File: src/sv/hht_pkg.sv
// Shared types and constants of the HTTP header tokenizer.
package hht_pkg;

  // Width of the internal byte position counter
  localparam int unsigned PosBits = 16;
  // Width of positions and lengths on the result channel
  localparam int unsigned OutBits = 16;
  // Common width used when comparing a position with the start offset
  localparam int unsigned CmpBits = (PosBits > OutBits) ? PosBits : OutBits;

  localparam int unsigned KindBits  = 3;
  localparam int unsigned CountBits = 8;
  localparam int unsigned CfgIdxBits = 1;

  typedef logic [PosBits-1:0]   pos_t;
  typedef logic [OutBits-1:0]   out_pos_t;
  typedef logic [KindBits-1:0]  kind_t;
  typedef logic [CountBits-1:0] count_t;

  // Configuration register indexes
  localparam logic [CfgIdxBits-1:0] CfgStartOffset = 1'd0;
  localparam logic [CfgIdxBits-1:0] CfgHeadersOnly = 1'd1;

  // Record kinds
  localparam kind_t KindToken0   = 3'd0;
  localparam kind_t KindToken1   = 3'd1;
  localparam kind_t KindToken2   = 3'd2;
  localparam kind_t KindField    = 3'd3;
  localparam kind_t KindEnd      = 3'd4;
  localparam kind_t KindBadStart = 3'd5;

  // Characters of interest
  localparam logic [7:0] ChCr    = 8'h0D;
  localparam logic [7:0] ChLf    = 8'h0A;
  localparam logic [7:0] ChColon = 8'h3A;
  localparam logic [7:0] ChSpace = 8'h20;

  // Classified byte as handed from the front end to the parser
  typedef struct packed {
    pos_t pos;       // position of this byte
    pos_t nxt;       // position after this byte
    logic active;    // position at or past the start offset
    logic first;     // restarts the message
    logic last;      // final byte of the buffer
    logic is_space;  // exactly a space
    logic is_ws;     // any byte up to and including a space
    logic is_cr;
    logic is_lf;
    logic is_colon;
  } entry_t;

endpackage

File: src/sv/hht_byte_if.sv
// Byte input channel of the tokenizer.
interface hht_byte_if;
  logic       valid;
  logic       ready;
  logic [7:0] byte_value;
  logic       first_of_message;
  logic       last_of_buffer;

  modport source (output valid, byte_value, first_of_message, last_of_buffer, input ready);
  modport sink   (input valid, byte_value, first_of_message, last_of_buffer, output ready);
endinterface

File: src/sv/hht_rec_if.sv
// Record output channel of the tokenizer.
interface hht_rec_if;
  import hht_pkg::*;
  logic     valid;
  logic     ready;
  kind_t    record_kind;
  out_pos_t first_start;
  out_pos_t first_length;
  out_pos_t second_start;
  out_pos_t second_length;
  count_t   field_number;
  out_pos_t end_offset;

  modport source (output valid, record_kind, first_start, first_length, second_start,
                  second_length, field_number, end_offset, input ready);
  modport sink   (input valid, record_kind, first_start, first_length, second_start,
                  second_length, field_number, end_offset, output ready);
endinterface

File: src/sv/hht_cfg_if.sv
// Configuration write channel of the tokenizer.
interface hht_cfg_if;
  import hht_pkg::*;
  logic                  valid;
  logic                  ready;
  logic [CfgIdxBits-1:0] index;
  logic [15:0]           data;

  modport source (output valid, index, data, input ready);
  modport sink   (input valid, index, data, output ready);
endinterface

File: src/sv/http_header_tokenizer_core.sv
// Top level of the HTTP header tokenizer: configuration registers and the front/back pipeline.
//
// Byte-serial HTTP header tokenizer. One byte is accepted per clock cycle while the queue
// is not full; the classifier tags each byte with its position, a two-entry queue decouples
// it from the parser, and the parser state machine takes one queued byte per cycle into a
// single result register while that register is free or being drained. The byte that
// completes a record passes through the queue before its record is registered. The parser
// state is registered from one byte to the next, which sets the rate of one byte per cycle
// as long as records are taken. Configuration is to be written through the cfg channel only
// while the block is idle, a rule the block does not enforce; the cfg channel is always ready.
module http_header_tokenizer_core
  import hht_pkg::*;
(
  input  logic      clk_i,
  input  logic      rst_ni,
  hht_byte_if.sink  byte_i,
  hht_cfg_if.sink   cfg_i,
  hht_rec_if.source record_o
);

  logic [15:0] start_offset_q;
  logic        headers_only_q;
  logic        q_full, q_empty, push, pop;
  entry_t      push_entry, pop_entry;

  // Configuration registers
  assign cfg_i.ready = 1'b1;

  always_ff @(posedge clk_i or negedge rst_ni) begin
    if (!rst_ni) begin
      start_offset_q <= '0;
      headers_only_q <= 1'b0;
    end else if (cfg_i.valid) begin
      case (cfg_i.index)
        CfgStartOffset: start_offset_q <= cfg_i.data;
        CfgHeadersOnly: headers_only_q <= cfg_i.data[0];
        default: ;
      endcase
    end
  end

  hht_front u_front (
    .clk_i          (clk_i),
    .rst_ni         (rst_ni),
    .byte_i         (byte_i),
    .start_offset_i (start_offset_q),
    .q_full_i       (q_full),
    .push_o         (push),
    .entry_o        (push_entry)
  );

  hht_fifo u_fifo (
    .clk_i       (clk_i),
    .rst_ni      (rst_ni),
    .push_i      (push),
    .push_data_i (push_entry),
    .full_o      (q_full),
    .pop_i       (pop),
    .empty_o     (q_empty),
    .pop_data_o  (pop_entry)
  );

  hht_back u_back (
    .clk_i          (clk_i),
    .rst_ni         (rst_ni),
    .headers_only_i (headers_only_q),
    .q_empty_i      (q_empty),
    .entry_i        (pop_entry),
    .pop_o          (pop),
    .rec_o          (record_o)
  );

endmodule

File: src/sv/hht_fifo.sv
// Two-entry queue between the byte classifier and the parser.
module hht_fifo
  import hht_pkg::*;
(
  input  logic   clk_i,
  input  logic   rst_ni,
  input  logic   push_i,
  input  entry_t push_data_i,
  output logic   full_o,
  input  logic   pop_i,
  output logic   empty_o,
  output entry_t pop_data_o
);

  entry_t     mem_q [2];
  logic       wr_ptr_q, rd_ptr_q;
  logic [1:0] count_q;

  assign full_o     = (count_q == 2'd2);
  assign empty_o    = (count_q == 2'd0);
  assign pop_data_o = mem_q[rd_ptr_q];

  // Storage
  always_ff @(posedge clk_i) begin
    if (push_i) begin
      mem_q[wr_ptr_q] <= push_data_i;
    end
  end

  // Pointers and fill level
  always_ff @(posedge clk_i or negedge rst_ni) begin
    if (!rst_ni) begin
      wr_ptr_q <= 1'b0;
      rd_ptr_q <= 1'b0;
      count_q  <= 2'd0;
    end else begin
      if (push_i) wr_ptr_q <= ~wr_ptr_q;
      if (pop_i)  rd_ptr_q <= ~rd_ptr_q;
      if (push_i && !pop_i)      count_q <= count_q + 2'd1;
      else if (!push_i && pop_i) count_q <= count_q - 2'd1;
    end
  end

endmodule

File: src/sv/hht_front.sv
// Front end: accepts bytes, counts positions and classifies each byte.
module hht_front
  import hht_pkg::*;
(
  input  logic          clk_i,
  input  logic          rst_ni,
  hht_byte_if.sink      byte_i,
  input  logic [15:0]   start_offset_i,
  input  logic          q_full_i,
  output logic          push_o,
  output entry_t        entry_o
);

  pos_t pos_q;
  pos_t pos;
  pos_t nxt;
  logic [7:0] b;

  assign byte_i.ready = !q_full_i;
  assign push_o       = byte_i.valid && !q_full_i;
  assign b            = byte_i.byte_value;

  // Position of this byte restarts at zero with a new message
  assign pos = byte_i.first_of_message ? '0 : pos_q;
  assign nxt = pos + PosBits'(1);

  // Classification
  always_comb begin
    entry_o.pos      = pos;
    entry_o.nxt      = nxt;
    entry_o.active   = CmpBits'(pos) >= CmpBits'(start_offset_i);
    entry_o.first    = byte_i.first_of_message;
    entry_o.last     = byte_i.last_of_buffer;
    entry_o.is_space = (b == ChSpace);
    entry_o.is_ws    = (b <= ChSpace);
    entry_o.is_cr    = (b == ChCr);
    entry_o.is_lf    = (b == ChLf);
    entry_o.is_colon = (b == ChColon);
  end

  always_ff @(posedge clk_i or negedge rst_ni) begin
    if (!rst_ni) begin
      pos_q <= '0;
    end else if (push_o) begin
      pos_q <= nxt;
    end
  end

endmodule

File: src/sv/hht_back.sv
// Back end: parser state machine and result register.
module hht_back
  import hht_pkg::*;
(
  input  logic      clk_i,
  input  logic      rst_ni,
  input  logic      headers_only_i,
  input  logic      q_empty_i,
  input  entry_t    entry_i,
  output logic      pop_o,
  hht_rec_if.source rec_o
);

  // Parser phases
  localparam logic [3:0] PhT0Skip   = 4'd0;
  localparam logic [3:0] PhT0Tok    = 4'd1;
  localparam logic [3:0] PhT1Skip   = 4'd2;
  localparam logic [3:0] PhT1Tok    = 4'd3;
  localparam logic [3:0] PhT2Skip   = 4'd4;
  localparam logic [3:0] PhT2Tok    = 4'd5;
  localparam logic [3:0] PhHdrStart = 4'd6;
  localparam logic [3:0] PhKey      = 4'd7;
  localparam logic [3:0] PhValSkip  = 4'd8;
  localparam logic [3:0] PhValue    = 4'd9;
  localparam logic [3:0] PhDone     = 4'd10;

  logic [3:0] phase_q, phase_d;
  pos_t   token_begin_q, token_begin_d;
  pos_t   line_begin_q, line_begin_d;
  pos_t   key_begin_q, key_begin_d;
  pos_t   key_size_q, key_size_d;
  pos_t   value_begin_q, value_begin_d;
  count_t header_count_q, header_count_d;
  logic   pending_cr_q, pending_cr_d;

  logic   out_valid_q;
  kind_t  kind_q, kind_d;
  pos_t   f_start_q, f_start_d, f_len_q, f_len_d;
  pos_t   s_start_q, s_start_d, s_len_q, s_len_d;
  pos_t   end_off_q, end_off_d;
  count_t fnum_q;
  logic   emit;

  // One entry per cycle whenever the queue is not empty and the result slot is free or being drained
  assign pop_o = !q_empty_i && (!out_valid_q || rec_o.ready);

  // Parser step
  always_comb begin
    logic [3:0] ph;
    ph             = phase_q;
    token_begin_d  = token_begin_q;
    line_begin_d   = line_begin_q;
    key_begin_d    = key_begin_q;
    key_size_d     = key_size_q;
    value_begin_d  = value_begin_q;
    header_count_d = header_count_q;
    pending_cr_d   = pending_cr_q;
    emit           = 1'b0;
    kind_d         = KindToken0;
    f_start_d      = '0;
    f_len_d        = '0;
    s_start_d      = '0;
    s_len_d        = '0;
    end_off_d      = '0;

    // New message restarts all parse state
    if (entry_i.first) begin
      ph             = headers_only_i ? PhHdrStart : PhT0Skip;
      token_begin_d  = '0;
      line_begin_d   = '0;
      key_begin_d    = '0;
      key_size_d     = '0;
      value_begin_d  = '0;
      header_count_d = '0;
      pending_cr_d   = 1'b0;
    end
    phase_d = ph;

    if (ph != PhDone) begin
      if (entry_i.active) begin
        case (ph)
          PhT0Skip, PhT1Skip, PhT2Skip: begin
            if (!entry_i.is_ws) begin
              token_begin_d = entry_i.pos;
              pending_cr_d  = 1'b0;
              phase_d       = ph + 4'd1;
            end
          end
          PhT0Tok, PhT1Tok: begin
            if (entry_i.is_space) begin
              emit      = 1'b1;
              kind_d    = (ph == PhT0Tok) ? KindToken0 : KindToken1;
              f_start_d = token_begin_d;
              f_len_d   = entry_i.pos - token_begin_d;
              phase_d   = ph + 4'd1;
            end
          end
          PhT2Tok: begin
            if (pending_cr_d && entry_i.is_lf) begin
              emit         = 1'b1;
              kind_d       = KindToken2;
              f_start_d    = token_begin_d;
              f_len_d      = entry_i.pos - PosBits'(1) - token_begin_d;
              pending_cr_d = 1'b0;
              phase_d      = PhHdrStart;
            end else begin
              pending_cr_d = entry_i.is_cr;
            end
          end
          PhHdrStart: begin
            // First key byte opens the line; stray CR and LF are skipped
            if (!entry_i.is_cr && !entry_i.is_lf) begin
              line_begin_d = entry_i.pos;
              key_begin_d  = entry_i.pos;
              pending_cr_d = 1'b0;
              if (entry_i.is_colon) begin
                key_size_d = '0;
                phase_d    = PhValSkip;
              end else begin
                phase_d = PhKey;
              end
            end
          end
          PhKey: begin
            if (entry_i.is_colon) begin
              key_size_d   = entry_i.pos - key_begin_d;
              pending_cr_d = 1'b0;
              phase_d      = PhValSkip;
            end else if (pending_cr_d && entry_i.is_lf) begin
              emit      = 1'b1;
              kind_d    = KindEnd;
              end_off_d = line_begin_d;
              phase_d   = PhDone;
            end else begin
              pending_cr_d = entry_i.is_cr;
            end
          end
          PhValSkip: begin
            if (entry_i.is_cr || !entry_i.is_ws) begin
              value_begin_d = entry_i.pos;
              pending_cr_d  = entry_i.is_cr;
              phase_d       = PhValue;
            end
          end
          PhValue: begin
            if (pending_cr_d && entry_i.is_lf) begin
              if (header_count_d != '1) header_count_d = header_count_d + CountBits'(1);
              emit         = 1'b1;
              kind_d       = KindField;
              f_start_d    = key_begin_d;
              f_len_d      = key_size_d;
              s_start_d    = value_begin_d;
              s_len_d      = entry_i.pos - PosBits'(1) - value_begin_d;
              pending_cr_d = 1'b0;
              line_begin_d = entry_i.nxt;
              key_begin_d  = entry_i.nxt;
              phase_d      = PhKey;
            end else begin
              pending_cr_d = entry_i.is_cr;
            end
          end
          default: begin
            phase_d = PhDone;
          end
        endcase
      end

      // Buffer end closes whatever is open
      if (entry_i.last && phase_d != PhDone) begin
        if (emit && (kind_d == KindToken2 || kind_d == KindField)) begin
          end_off_d = entry_i.nxt;
        end else begin
          emit      = 1'b1;
          f_start_d = '0;
          f_len_d   = '0;
          s_start_d = '0;
          s_len_d   = '0;
          if (phase_d <= PhT2Tok) begin
            kind_d    = KindBadStart;
            end_off_d = entry_i.nxt;
          end else begin
            kind_d    = KindEnd;
            end_off_d = (phase_d == PhHdrStart) ? entry_i.nxt : line_begin_d;
          end
        end
        phase_d = PhDone;
      end
    end
  end

  // Parser state
  always_ff @(posedge clk_i or negedge rst_ni) begin
    if (!rst_ni) begin
      phase_q        <= PhT0Skip;
      token_begin_q  <= '0;
      line_begin_q   <= '0;
      key_begin_q    <= '0;
      key_size_q     <= '0;
      value_begin_q  <= '0;
      header_count_q <= '0;
      pending_cr_q   <= 1'b0;
    end else if (pop_o) begin
      phase_q        <= phase_d;
      token_begin_q  <= token_begin_d;
      line_begin_q   <= line_begin_d;
      key_begin_q    <= key_begin_d;
      key_size_q     <= key_size_d;
      value_begin_q  <= value_begin_d;
      header_count_q <= header_count_d;
      pending_cr_q   <= pending_cr_d;
    end
  end

  // Result register: valid flag
  always_ff @(posedge clk_i or negedge rst_ni) begin
    if (!rst_ni) begin
      out_valid_q <= 1'b0;
    end else if (pop_o) begin
      out_valid_q <= emit;
    end else if (rec_o.ready) begin
      out_valid_q <= 1'b0;
    end
  end

  // Result register: payload
  always_ff @(posedge clk_i) begin
    if (pop_o && emit) begin
      kind_q    <= kind_d;
      f_start_q <= f_start_d;
      f_len_q   <= f_len_d;
      s_start_q <= s_start_d;
      s_len_q   <= s_len_d;
      end_off_q <= end_off_d;
      fnum_q    <= header_count_d;
    end
  end

  assign rec_o.valid         = out_valid_q;
  assign rec_o.record_kind   = kind_q;
  assign rec_o.first_start   = OutBits'(f_start_q);
  assign rec_o.first_length  = OutBits'(f_len_q);
  assign rec_o.second_start  = OutBits'(s_start_q);
  assign rec_o.second_length = OutBits'(s_len_q);
  assign rec_o.field_number  = fnum_q;
  assign rec_o.end_offset    = OutBits'(end_off_q);

endmodule
File: src/flat_wrapper.sv
// flat-port wrapper written by rule: the top's interface ports become plain ports
module http_header_tokenizer_core_flat import hht_pkg::*;
  (clk_i, rst_ni, byte_i_valid, byte_i_byte_value, byte_i_first_of_message, byte_i_last_of_buffer, byte_i_ready, cfg_i_valid, cfg_i_index, cfg_i_data, cfg_i_ready, record_o_valid, record_o_record_kind, record_o_first_start, record_o_first_length, record_o_second_start, record_o_second_length, record_o_field_number, record_o_end_offset, record_o_ready);
  hht_byte_if byte_i_i ();
  hht_cfg_if cfg_i_i ();
  hht_rec_if record_o_i ();
  input  logic clk_i;
  input  logic rst_ni;
  input wire logic [$bits(byte_i_i.valid)-1:0] byte_i_valid;
  input wire logic [$bits(byte_i_i.byte_value)-1:0] byte_i_byte_value;
  input wire logic [$bits(byte_i_i.first_of_message)-1:0] byte_i_first_of_message;
  input wire logic [$bits(byte_i_i.last_of_buffer)-1:0] byte_i_last_of_buffer;
  output wire logic [$bits(byte_i_i.ready)-1:0] byte_i_ready;
  input wire logic [$bits(cfg_i_i.valid)-1:0] cfg_i_valid;
  input wire logic [$bits(cfg_i_i.index)-1:0] cfg_i_index;
  input wire logic [$bits(cfg_i_i.data)-1:0] cfg_i_data;
  output wire logic [$bits(cfg_i_i.ready)-1:0] cfg_i_ready;
  output wire logic [$bits(record_o_i.valid)-1:0] record_o_valid;
  output wire logic [$bits(record_o_i.record_kind)-1:0] record_o_record_kind;
  output wire logic [$bits(record_o_i.first_start)-1:0] record_o_first_start;
  output wire logic [$bits(record_o_i.first_length)-1:0] record_o_first_length;
  output wire logic [$bits(record_o_i.second_start)-1:0] record_o_second_start;
  output wire logic [$bits(record_o_i.second_length)-1:0] record_o_second_length;
  output wire logic [$bits(record_o_i.field_number)-1:0] record_o_field_number;
  output wire logic [$bits(record_o_i.end_offset)-1:0] record_o_end_offset;
  input wire logic [$bits(record_o_i.ready)-1:0] record_o_ready;
  assign byte_i_i.valid = byte_i_valid;
  assign byte_i_i.byte_value = byte_i_byte_value;
  assign byte_i_i.first_of_message = byte_i_first_of_message;
  assign byte_i_i.last_of_buffer = byte_i_last_of_buffer;
  assign byte_i_ready = byte_i_i.ready;
  assign cfg_i_i.valid = cfg_i_valid;
  assign cfg_i_i.index = cfg_i_index;
  assign cfg_i_i.data = cfg_i_data;
  assign cfg_i_ready = cfg_i_i.ready;
  assign record_o_valid = record_o_i.valid;
  assign record_o_record_kind = record_o_i.record_kind;
  assign record_o_first_start = record_o_i.first_start;
  assign record_o_first_length = record_o_i.first_length;
  assign record_o_second_start = record_o_i.second_start;
  assign record_o_second_length = record_o_i.second_length;
  assign record_o_field_number = record_o_i.field_number;
  assign record_o_end_offset = record_o_i.end_offset;
  assign record_o_i.ready = record_o_ready;
  http_header_tokenizer_core u_core (.clk_i(clk_i), .rst_ni(rst_ni), .byte_i(byte_i_i), .cfg_i(cfg_i_i), .record_o(record_o_i));
endmodule
File: config.mk
export PLATFORM = sky130hd
export DESIGN_NAME = http_header_tokenizer_core_flat
export DESIGN_NICKNAME = d
export VERILOG_FILES = /design/src/sv/hht_pkg.sv /design/src/sv/hht_byte_if.sv /design/src/sv/hht_rec_if.sv /design/src/sv/hht_cfg_if.sv /design/src/sv/http_header_tokenizer_core.sv /design/src/sv/hht_fifo.sv /design/src/sv/hht_front.sv /design/src/sv/hht_back.sv /design/src/flat_wrapper.sv
export SDC_FILE = /design/constraint.sdc
export NUM_CORES = 1
export LEC_CHECK = 0
export BUFFER_PORTS_ARGS = -buffer_cell sky130_fd_sc_hd__clkbuf_2
export CAP_MARGIN = 20
export CORE_MARGIN = 3
export CORE_UTILIZATION = 35
export CTS_BUF_LIST = sky130_fd_sc_hd__clkbuf_2
export CTS_CLUSTER_DIAMETER = 30
export DETAILED_ROUTE_END_ITERATION = 10
export PLACE_DENSITY = 0.61
export SYNTH_ARGS = -nofsm -noshare
export SYNTH_HDL_FRONTEND = slang
export SYNTH_HIERARCHICAL = 1
export SYNTH_SLANG_ARGS = --single-unit
File: constraint.sdc
create_clock -name clk_i -period 6 [get_ports clk_i]
set_input_delay 0 -clock clk_i [delete_from_list [all_inputs] [get_ports clk_i]]
set_output_delay 0 -clock clk_i [all_outputs]
set_load 0.02 [all_outputs]
==> Word-level counts from Yosys, hierarchy flattened <==
Memories as Yosys holds them, arrays and structs flattened.
Cells that the tools add are included.
{ "classes": {"multipliers": 0, "n_lt_le_gt_ge": 3, "n_bitwise": 3, "eq_ne": 20, "shift": 0, "add_sub_neg": 10, "mux": 121, "div": 0, "reduce_logical": 29} }
{ "ops": {"columns": ["operator", "count"], "rows": [
  ["2-to-1 mux 16 bit", 57],
  ["one-hot mux 16 bit (2 select lines)", 3],
  ["one-hot mux 16 bit (3 select lines)", 2],
  ["subtractor 16 bit", 4],
  ["2-to-1 mux 4 bit", 14],
  ["2-to-1 mux 8 bit", 6],
  ["one-hot mux 4 bit (7 select lines)", 1],
  ["2-to-1 mux 1 bit", 24],
  ["2-to-1 mux 3 bit", 7],
  ["== test 4 x 3 -> 1 bit, second input constant", 5],
  ["adder 16 x 1 -> 16 bit, second input constant", 1],
  ["== test 8 x 4 -> 1 bit, second input constant", 2],
  ["== test 8 x 6 -> 1 bit, second input constant", 2],
  [">= comparator 16 bit", 1],
  ["subtractor 16 x 1 -> 16 bit, second input constant", 1],
  ["one-hot mux 3 bit (4 select lines)", 1],
  ["logical AND 1 bit", 9],
  ["adder 8 x 1 -> 8 bit, second input constant", 1],
  ["== test 4 x 2 -> 1 bit, second input constant", 2],
  ["== test 4 bit, second input constant", 2],
  ["less-or-equal comparator 8 x 6 -> 1 bit, second input constant", 1],
  ["logical NOT 1 bit", 8],
  ["2-to-1 mux 2 bit", 4],
  ["inequality test 4 bit, second input constant", 2],
  ["18 further kinds", 26]
]} }
{ "totals": {"in_bits": 32, "mem_bits_rw": 80, "rom_bits": 0, "out_inout_bits": 94, "register_bits": 222, "memories": 1, "latchBits": 0} }
{ "mem_list": {"columns": ["name", "depth", "width", "read_ports", "rd_ports_with_merged_regs", "wr", "line_no", "source"], "rows": [
  ["u_core.u_fifo.mem_q", 2, 40, 1, 0, 1, "hht_fifo.sv:15", "entry_t mem_q [2];"]
]} }

==> Depth between registers and ports, before layout <==
Gate-level depths: netlist (run 1).
{ "logic_depth": {"depth_word": 15, "mapped_depth": 20} }

==> Modules after synthesis <==
Netlist (run 1), hierarchy kept.
{ "modules_own_cells": {"columns": ["module", "instances", "cells_per_inst", "area_per_inst_um2", "seq_area_each_um2"], "rows": [
  ["hht_back", 1, 1394, 12443.2, 5084.9],
  ["hht_fifo", 1, 141, 3276.9, 2502.4],
  ["hht_front", 1, 196, 1580.3, 400.4],
  ["http_header_tokenizer_core", 1, 40, 714.4, 425.4]
]} }

==> Worst setup path after synthesis (run 1) <==
Ideal clock, no wire load.
{ "synth_path": {"kind": "register -> register", "startpoint": "register u_core.u_fifo.rd_ptr_q", "endpoint": "register u_core.u_back.end_off_q[0] (netlist: u_core/u_back/rec_o.end_offset[0]) (enable)", "setup_ns": 0.458, "t_arrival_ns": 5.204, "n_path_buf": 4, "slack_ns": 0.338, "t_required_ns": 5.542, "path_stages_with_launch": 17, "cell_sequence": "dfrtp_1 -> buf_6 -> buf_12 -> mux2_4 -> and2_1 -> buf_2 -> a21oi_2 -> inv_1 -> ha_1 -> clkbuf_1 -> nor2b_1 -> o21ai_2 -> a31oi_1 -> a311oi_1 -> a32oi_1 -> a41oi_2 -> o21a_1"} }
{ "synth_lines": {"columns": ["element", "line_no", "source"], "rows": [
  ["start: declaration", "hht_fifo.sv:16", "logic wr_ptr_q, rd_ptr_q;"],
  ["start signal: assignment", "hht_fifo.sv:38", "if (pop_i) rd_ptr_q <= ~rd_ptr_q;"],
  ["end signal: assignment", "hht_back.sv:233", "end_off_q <= end_off_d;"],
  ["end: declaration", "hht_back.sv:40", "pos_t end_off_q, end_off_d;"]
]} }

==> metrics.cfg, run 1 <==
[critical_path]
cp-end-kind = flop
required_ps = 6880
critPathLaunchType = flop
crit_arrival_ps = 5810
crit_slowest_cell = nand2_1
crit_type = reg -> reg
crit_path_max_incr_delay_ps = 560
worstPathMaxFanout = 18
crit_chain = mux2_4, inv_2, nand2_1, inv_1, ha_1, and4bb_1, nand3_1, o211ai_1, a21oi_1, o221ai_1, inv_1, a41oi_2, nand2_1, o32ai_1

[yosys]
synthCells = 1771
synth_top_area_frac = 0.285
synth_common_cells = 203 x nand2_1, 171 x edfxtp_1, 158 x nor2_1
synth_enable_flop_cells = 171
ys_seq_elements = 302
yosysSeqAreaShare = 0.467
async_reset_ff_frac = 0.434
syn_area_per_cell_um2 = 10.2
synth_cell_types = 95
synthesis.nets = 1890
yosysTopAreaCell = edfxtp_1
synth_ff_type = edfxtp_1
yosys_warnings = 6
synth_most_common_cell = nand2_1
yosys-top-cells-area = edfxtp_1 29%, dfrtp_1 18%, ha_1 5.8%, nand2_1 4.2%, mux2_4 4.1%
synth_area_um2 = 18000

[routing]
num_vias = 15200
drcViolationCount = 0
avgViaCountPerCell = 5.49
wl_per_cell_um = 21.4
ant_nets = 0
wirelength_um = 59100
drt_iter0_drc = 1371
first_pass_iters = 5

[floorplanning]
die_w_um = 233
io_pins = 126
die_y_um = 233
row_count = 82
core_um2 = 50500
start_util = 0.357
die-area_um2 = 54200

[power]
ir_worst_vdd_v = 0.000269
p_leak_nw = 8.79
p_per_area_nw_per_um2 = 549

[sta]
fin_crit_ps = 4940
setup_viol = 0
finalMaxSlewViolations = 0
max_slew_margin = 0.237
fin_crit_sh = 0.823
rsz0062_at_grt = no
hold_viol_final = 0
tns_ps = 0
fmax_mhz = 203
fin_worst_skew_ps = 113
worst_pin_slew_ps = 1140
fin_hold_ws_ps = 120

[global_routing]
grt_max_degree = 83
grt_pass1_vias = 15000
antenna_found_initial = 3
grt_overflow = 0
grt.total_usage = 0.216
grt_pass1_wl_um = 89100

[cells_and_area]
fillerInstances = 4970
nNetsFinal = 2129
multiInputGateArea_um2 = 8860
drive_gt1_frac = 0.196
seqCellArea_um2 = 8410
area_delta_synth_final_pct = 17.9

[clocking]
post_cts_buffers = 0
cts_made_buffers = 89
cts_max_level = 3
cts_root_buffer = clkbuf_2
clock_sinks = 302
clk_pin_slew_ps = 100
insertion_delay_ps = 1140
cts_tree = built
cts_resized = 0
cts.path.max_buffers = 3

[job]
drv_cap = 0

[hold_path]
hold_path.class = in -> reg

[placement]
dp_hpwl_um = 40600
io_buffers = 124
place.gp.congestion = 0.936

[outcome]
status = complete, no violations

cell usage in the layout, fill, tap and decap left out, types with 17 or more instances in the layout:
master	Yosys	layout
nand2b_1	17	17
o21ai_0	102	102
nand2_1	203	203
xor2_1	43	43
a22oi_1	33	33
a21oi_1	110	110
nor3_1	27	27
ha_1	83	83
o22ai_1	17	17
clkbuf_2	1	246
mux2_4	49	49
a22o_1	37	37
dlygate4sd3_1	0	88
nor2b_1	50	49
dfrtp_1	131	130
buf_4	7	25
inv_1	69	69
edfxtp_1	171	171
xnor2_1	43	43
and3_1	17	17
clkinv_1	0	18
and2_1	24	23
nor2_1	158	157
nand3_1	29	29
per-stage QoR:
step | std cells | setup WS, ps | power (mW) | utilization | instance area, um2
after detailed placement | 2501 | 1210 | 9.55 | 0.381 | 19200
final | 2761 | 1060 | 11.7 | 0.421 | 21200
after global placement | 2500 | 1340 | 9.45 | 0.381 | 19200
after floorplan | 1771 | 338 | 7.76 | - | 18000
after global routing | 2758 | 676 | 12.4 | 0.420 | 21200
after CTS | 2755 | 1160 | 11.6 | 0.420 | 21200
path summary, 6_finish.rpt:
check | startpoint | slack, ps | cells past startpoint | end
worst max register to register | u_core/u_fifo/rd_ptr_q | 1060 | 14 | u_core/u_back/rec_o.end_offset[7]
max in group asynchronous | rst_ni | 4710 | 5 | u_core/u_back/header_count_q[4]
worst min register to register | u_core/u_back/key_begin_q[12] | 480 | 2 | u_core/u_back/key_begin_q[12]
worst min-delay path | byte_i_first_of_message | 120 | 3 | u_core/u_front/pos_q[10]
worst max-delay path | u_core/u_fifo/rd_ptr_q | 1060 | 14 | u_core/u_back/rec_o.end_offset[7]
min in group asynchronous | rst_ni | 620 | 5 | u_core/start_offset_q[8]
area by class of cell:
| type | instances | share of cell area |
|---|---|---|
| antenna | 5 | 0.000589 |
| clock buffer | 123 | 0.0290 |
| clock inverter | 42 | 0.0205 |
| inverter | 70 | 0.0124 |
| multi-input combinational | 1306 | 0.417 |
| sequential | 302 | 0.396 |
| tap | 672 | 0.0396 |
| timing repair buffer | 241 | 0.0843 |
kinds of logic (layout without fill, tap and decap cells):
group / Yosys count / after routing / synth area share
DFF: 302 / 302 / 0.467
adders and majority gates: 87 / 87 / 0.0621
xor gates and xnor gates: 86 / 86 / 0.0418
other: 1 / 6 / 0.000208
muxes: 78 / 78 / 0.0583
AOI/OAI and AO/OA: 463 / 463 / 0.172
and+or+nand+nor: 591 / 591 / 0.156
buffers and inverters: 163 / 476 / 0.0425
timing repair:
item	CTS	global route
hold endpoints to repair	255	0
setup endpoints to repair	0	0
hold buffers	89	0
report_power, final:
part	internal (mW)	leakage, nW	switching (mW)
logic	2.28	4.65	4.12
registers	2.98	3.40	0.325
clock network	0.999	0.736	0.963
worst max-delay path, delay by kind of cell, from the launching register on:
kind,cells,cell delay [ps]
simple gates,4,1540
compound gates,5,1360
buf+inv,3,640
flops,1,420
fa+ha+maj,1,400
mux,1,370
layer usage:
layer,vias up,share of wire,global-route usage,wire (um)
met4,0,0.046,0.103,2740
met2,711,0.46,0.347,27300
met5,-,0,0,0
met3,152,0.073,0.0473,4340
met1,7283,0.42,0.275,24700
li1,7012,-,-,-
sequential cells by signal, indices dropped and copies added, names as in the netlist, 2 cells and up:
name	flops
u_core/u_fifo/mem_q	80
u_core/start_offset_q	16
u_core/u_back/key_begin_q	16
u_core/u_back/key_size_q	16
u_core/u_back/line_begin_q	16
u_core/u_back/rec_o.end_offset	16
u_core/u_back/rec_o.first_length	16
u_core/u_back/rec_o.first_start	16
u_core/u_back/rec_o.second_length	16
u_core/u_back/rec_o.second_start	16
u_core/u_back/token_begin_q	16
u_core/u_back/value_begin_q	16
u_core/u_front/pos_q	16
u_core/u_back/header_count_q	8
u_core/u_back/rec_o.field_number	8
u_core/u_back/phase_q	4
u_core/u_back/rec_o.record_kind	3
u_core/u_fifo/count_q	2
Power figures use the tool's default switching activity.
==> run 2: changes to the inputs <==
--- a/config.mk
+++ b/config.mk
@@ -12,7 +12,7 @@
 export CTS_BUF_LIST = sky130_fd_sc_hd__clkbuf_2
 export CTS_CLUSTER_DIAMETER = 30
 export DETAILED_ROUTE_END_ITERATION = 10
-export PLACE_DENSITY = 0.61
+export PLACE_DENSITY = 0.59
 export SYNTH_ARGS = -nofsm -noshare
 export SYNTH_HDL_FRONTEND = slang
 export SYNTH_HIERARCHICAL = 1
==> constraint.sdc (replaced) <==
create_clock -name clk_i -period 5 [get_ports clk_i]
set_input_delay 0 -clock clk_i [delete_from_list [all_inputs] [get_ports clk_i]]
set_output_delay 0 -clock clk_i [all_outputs]
set_load 0.02 [all_outputs]
==> run 2 against run 1 <==
Clock power is 6% higher. Design area is 0.35% higher. Global-route usage is 0.079 points higher. Cell count is 1.0% higher. Sequential share of layout area is 0.14 points lower. Non-clock buffer count is 25 higher. Worst hold slack better by 62 ps. Highest routed layer unchanged.
==> metrics.cfg, run 2 (synthesis results as in run 1) <==
[critical_path]
worstPathMaxFanout = 13  ; -5
crit_chain = mux2_4, and2_1, a21oi_2, inv_1, ha_1, nor2b_1, a222oi_1, a31oi_1, a32oi_1, a41oi_2, a2111oi_0, buf_4
cp.depth = 12  ; -2
r2r_cells = 12  ; -2
crit_path_max_incr_delay_ps = 860  ; +300 ps
crit_slowest_cell = a2111oi_0
critPathLaunchType = flop
cp.buffers_inverters = 2  ; -1
crit_arrival_ps = 5300  ; -510 ps
cp-end-kind = flop
cp_top_family = compound AO/OA/AOI/OAI gates
crit_type = reg -> reg
required_ps = 5840  ; -1040 ps

[cells_and_area]
final_area_um2 = 21300  ; +0.35%
utilization = 0.422  ; +0.00146
nNetsFinal = 2157  ; +1.3%
largest_reg_flops = 80  ; unchanged
drive_gt1_frac = 0.207  ; +0.0107
area_delta_synth_final_pct = 18.3
final_cell_mix = 253 x clkbuf_2, 203 x nand2_1, 171 x edfxtp_1
final_common_cell = clkbuf_2
regMostFlops = u_core/u_fifo/mem_q

[clocking]
post_cts_buffers = 0  ; unchanged
cts.path.max_buffers = 3  ; unchanged
cts_root_buffer = clkbuf_2
cts_resized = 0  ; unchanged
cts_max_level = 3  ; unchanged
clk_pin_slew_ps = 110  ; about the same
cts_made_buffers = 92  ; +3.4%
insertion_delay_ps = 1050  ; -90 ps
clock_sinks = 302  ; unchanged
cts_tree = built

[job]
drv_cap = 0  ; unchanged

[sta]
finalMaxSlewViolations = 0  ; unchanged
setup_viol = 0  ; unchanged
rsz0062_at_grt = no
tns_ps = 0  ; unchanged
fin_crit_ps = 4460  ; -474 ps
fin_crit_sh = 0.892  ; +0.0697
fmax_mhz = 224  ; +11%
fin_hold_ws_ps = 181  ; +61.8 ps
fin_worst_skew_ps = 84.1  ; -29.4 ps
worst_pin_slew_ps = 1100  ; -38.9 ps
max_slew_margin = 0.264  ; +0.0269
hold_viol_final = 0  ; unchanged

[routing]
num_vias = 15400  ; +1.3%
wirelength_um = 59400  ; +0.55%
avgViaCountPerCell = 5.51  ; +0.29%
drcViolationCount = 0  ; unchanged
drt_iter0_drc = 1517  ; +11%
wl_per_cell_um = 21.3  ; -0.46%
ant_nets = 0  ; unchanged
first_pass_iters = 7  ; +2

[floorplanning]
row_count = 82  ; unchanged
die_y_um = 233  ; unchanged
io_pins = 126  ; unchanged
die_w_um = 233  ; unchanged
die-area_um2 = 54200  ; unchanged
start_util = 0.357  ; unchanged
core_um2 = 50500  ; unchanged

[power]
p_leak_nw = 8.88  ; +0.97%
clock_power_share = 0.150  ; -0.018
power_frac_seq = 0.285  ; +0.002
p_per_area_nw_per_um2 = 648  ; +18%
swShare = 0.471  ; +0.00766
combPwrFrac = 0.565  ; +0.017
power.internal_mw = 7.30  ; +17%
ir_worst_vdd_v = 0.000233  ; -13%
switching_power_mw = 6.51  ; +20%

[placement]
dp_hpwl_um = 41900  ; +3.2%
io_buffers = 124  ; unchanged
place.gp.congestion = 0.956  ; +2.2%
placed_area_um2 = 19400  ; +1.1%

[global_routing]
grt_overflow = 0  ; unchanged
grt_pass1_vias = 15000  ; -0.14%
grt_max_degree = 55  ; -34%
grt_pass1_wl_um = 89300  ; +0.15%
antenna_found_initial = 1  ; -2
grt.total_usage = 0.216  ; +0.000787

[outcome]
status = complete, no violations

[hold_path]
hold_path.class = in -> reg
hold_depth = 3  ; unchanged

## run 2: cell types whose count changed in the layout (fill, tap and decap cells not counted), sizes merged
cell | previous run | this run
clkbuf | 246 | 253
clkinv | 30 | 32
buf | 30 | 55
inv | 72 | 74
clkinvlp | 0 | 2
diode | 5 | 1
bufinv | 10 | 4
## run 2: layout make-up
cell class                 count  area (um2)
antenna                        1        2.50
multi-input combinational   1306        8860
clock buffer                 130         651
inverter                      70         263
sequential                   302        8410
tap                          672         841
clock inverter                42         288
timing repair buffer         266        1990
fill                        4881       29200
## run 2: worst min-delay path, delay by kind of cell
kind / cells / cell delay (ps)
AO/OA/AOI/OAI: 1 / 240
buffers and inverters: 2 / 920
## run 2: timing repair
item,4_1_cts,5_1_grt
hold endpoints to repair,270,0
endpoints found under the setup margin,0,0
hold buffers,89,0
## run 2: stage by stage
step | setup WS, ps | std cells | power [mW]
6_report | 539 | 2789 | 13.8
5_1_grt | 279 | 2789 | 14.7
4_1_cts | 497 | 2787 | 13.8
3_5_place_dp | 629 | 2526 | 11.6
3_3_place_gp | 703 | 2524 | 11.5
2_1_floorplan | 270 | 1771 | 9.29
## run 2: final timing paths
path	endpoint	from	slack, ps
max	u_core/u_back/rec_o.record_kind[1]	u_core/u_fifo/rd_ptr_q	540
min	u_core/u_front/pos_q[12]	byte_i_first_of_message	180
max reg2reg	u_core/u_back/rec_o.record_kind[1]	u_core/u_fifo/rd_ptr_q	540
min reg2reg	u_core/u_back/key_begin_q[11]	u_core/u_back/key_begin_q[11]	480
max in group asynchronous	u_core/u_fifo/wr_ptr_q	rst_ni	3560
min in group asynchronous	u_core/u_back/key_begin_q[3]	rst_ni	650
## run 2: per-layer routing
layer / global-route usage / part of all wire / wire, um
met2: 0.347 / 0.46 / 27500
met5: 0 / 0 / 0
met1: 0.271 / 0.41 / 24300
met4: 0.115 / 0.050 / 2950
met3: 0.0496 / 0.078 / 4630
## run 2: power groups by stage
stage	combinational (mW)	clock (mW)	sequential, mW
global route	8.43	2.30	4.01
CTS	7.70	2.15	3.94
finish	7.80	2.07	3.94
global placement	7.51	0	3.99
floorplan	4.93	0	4.36
detailed placement	7.59	0	3.99
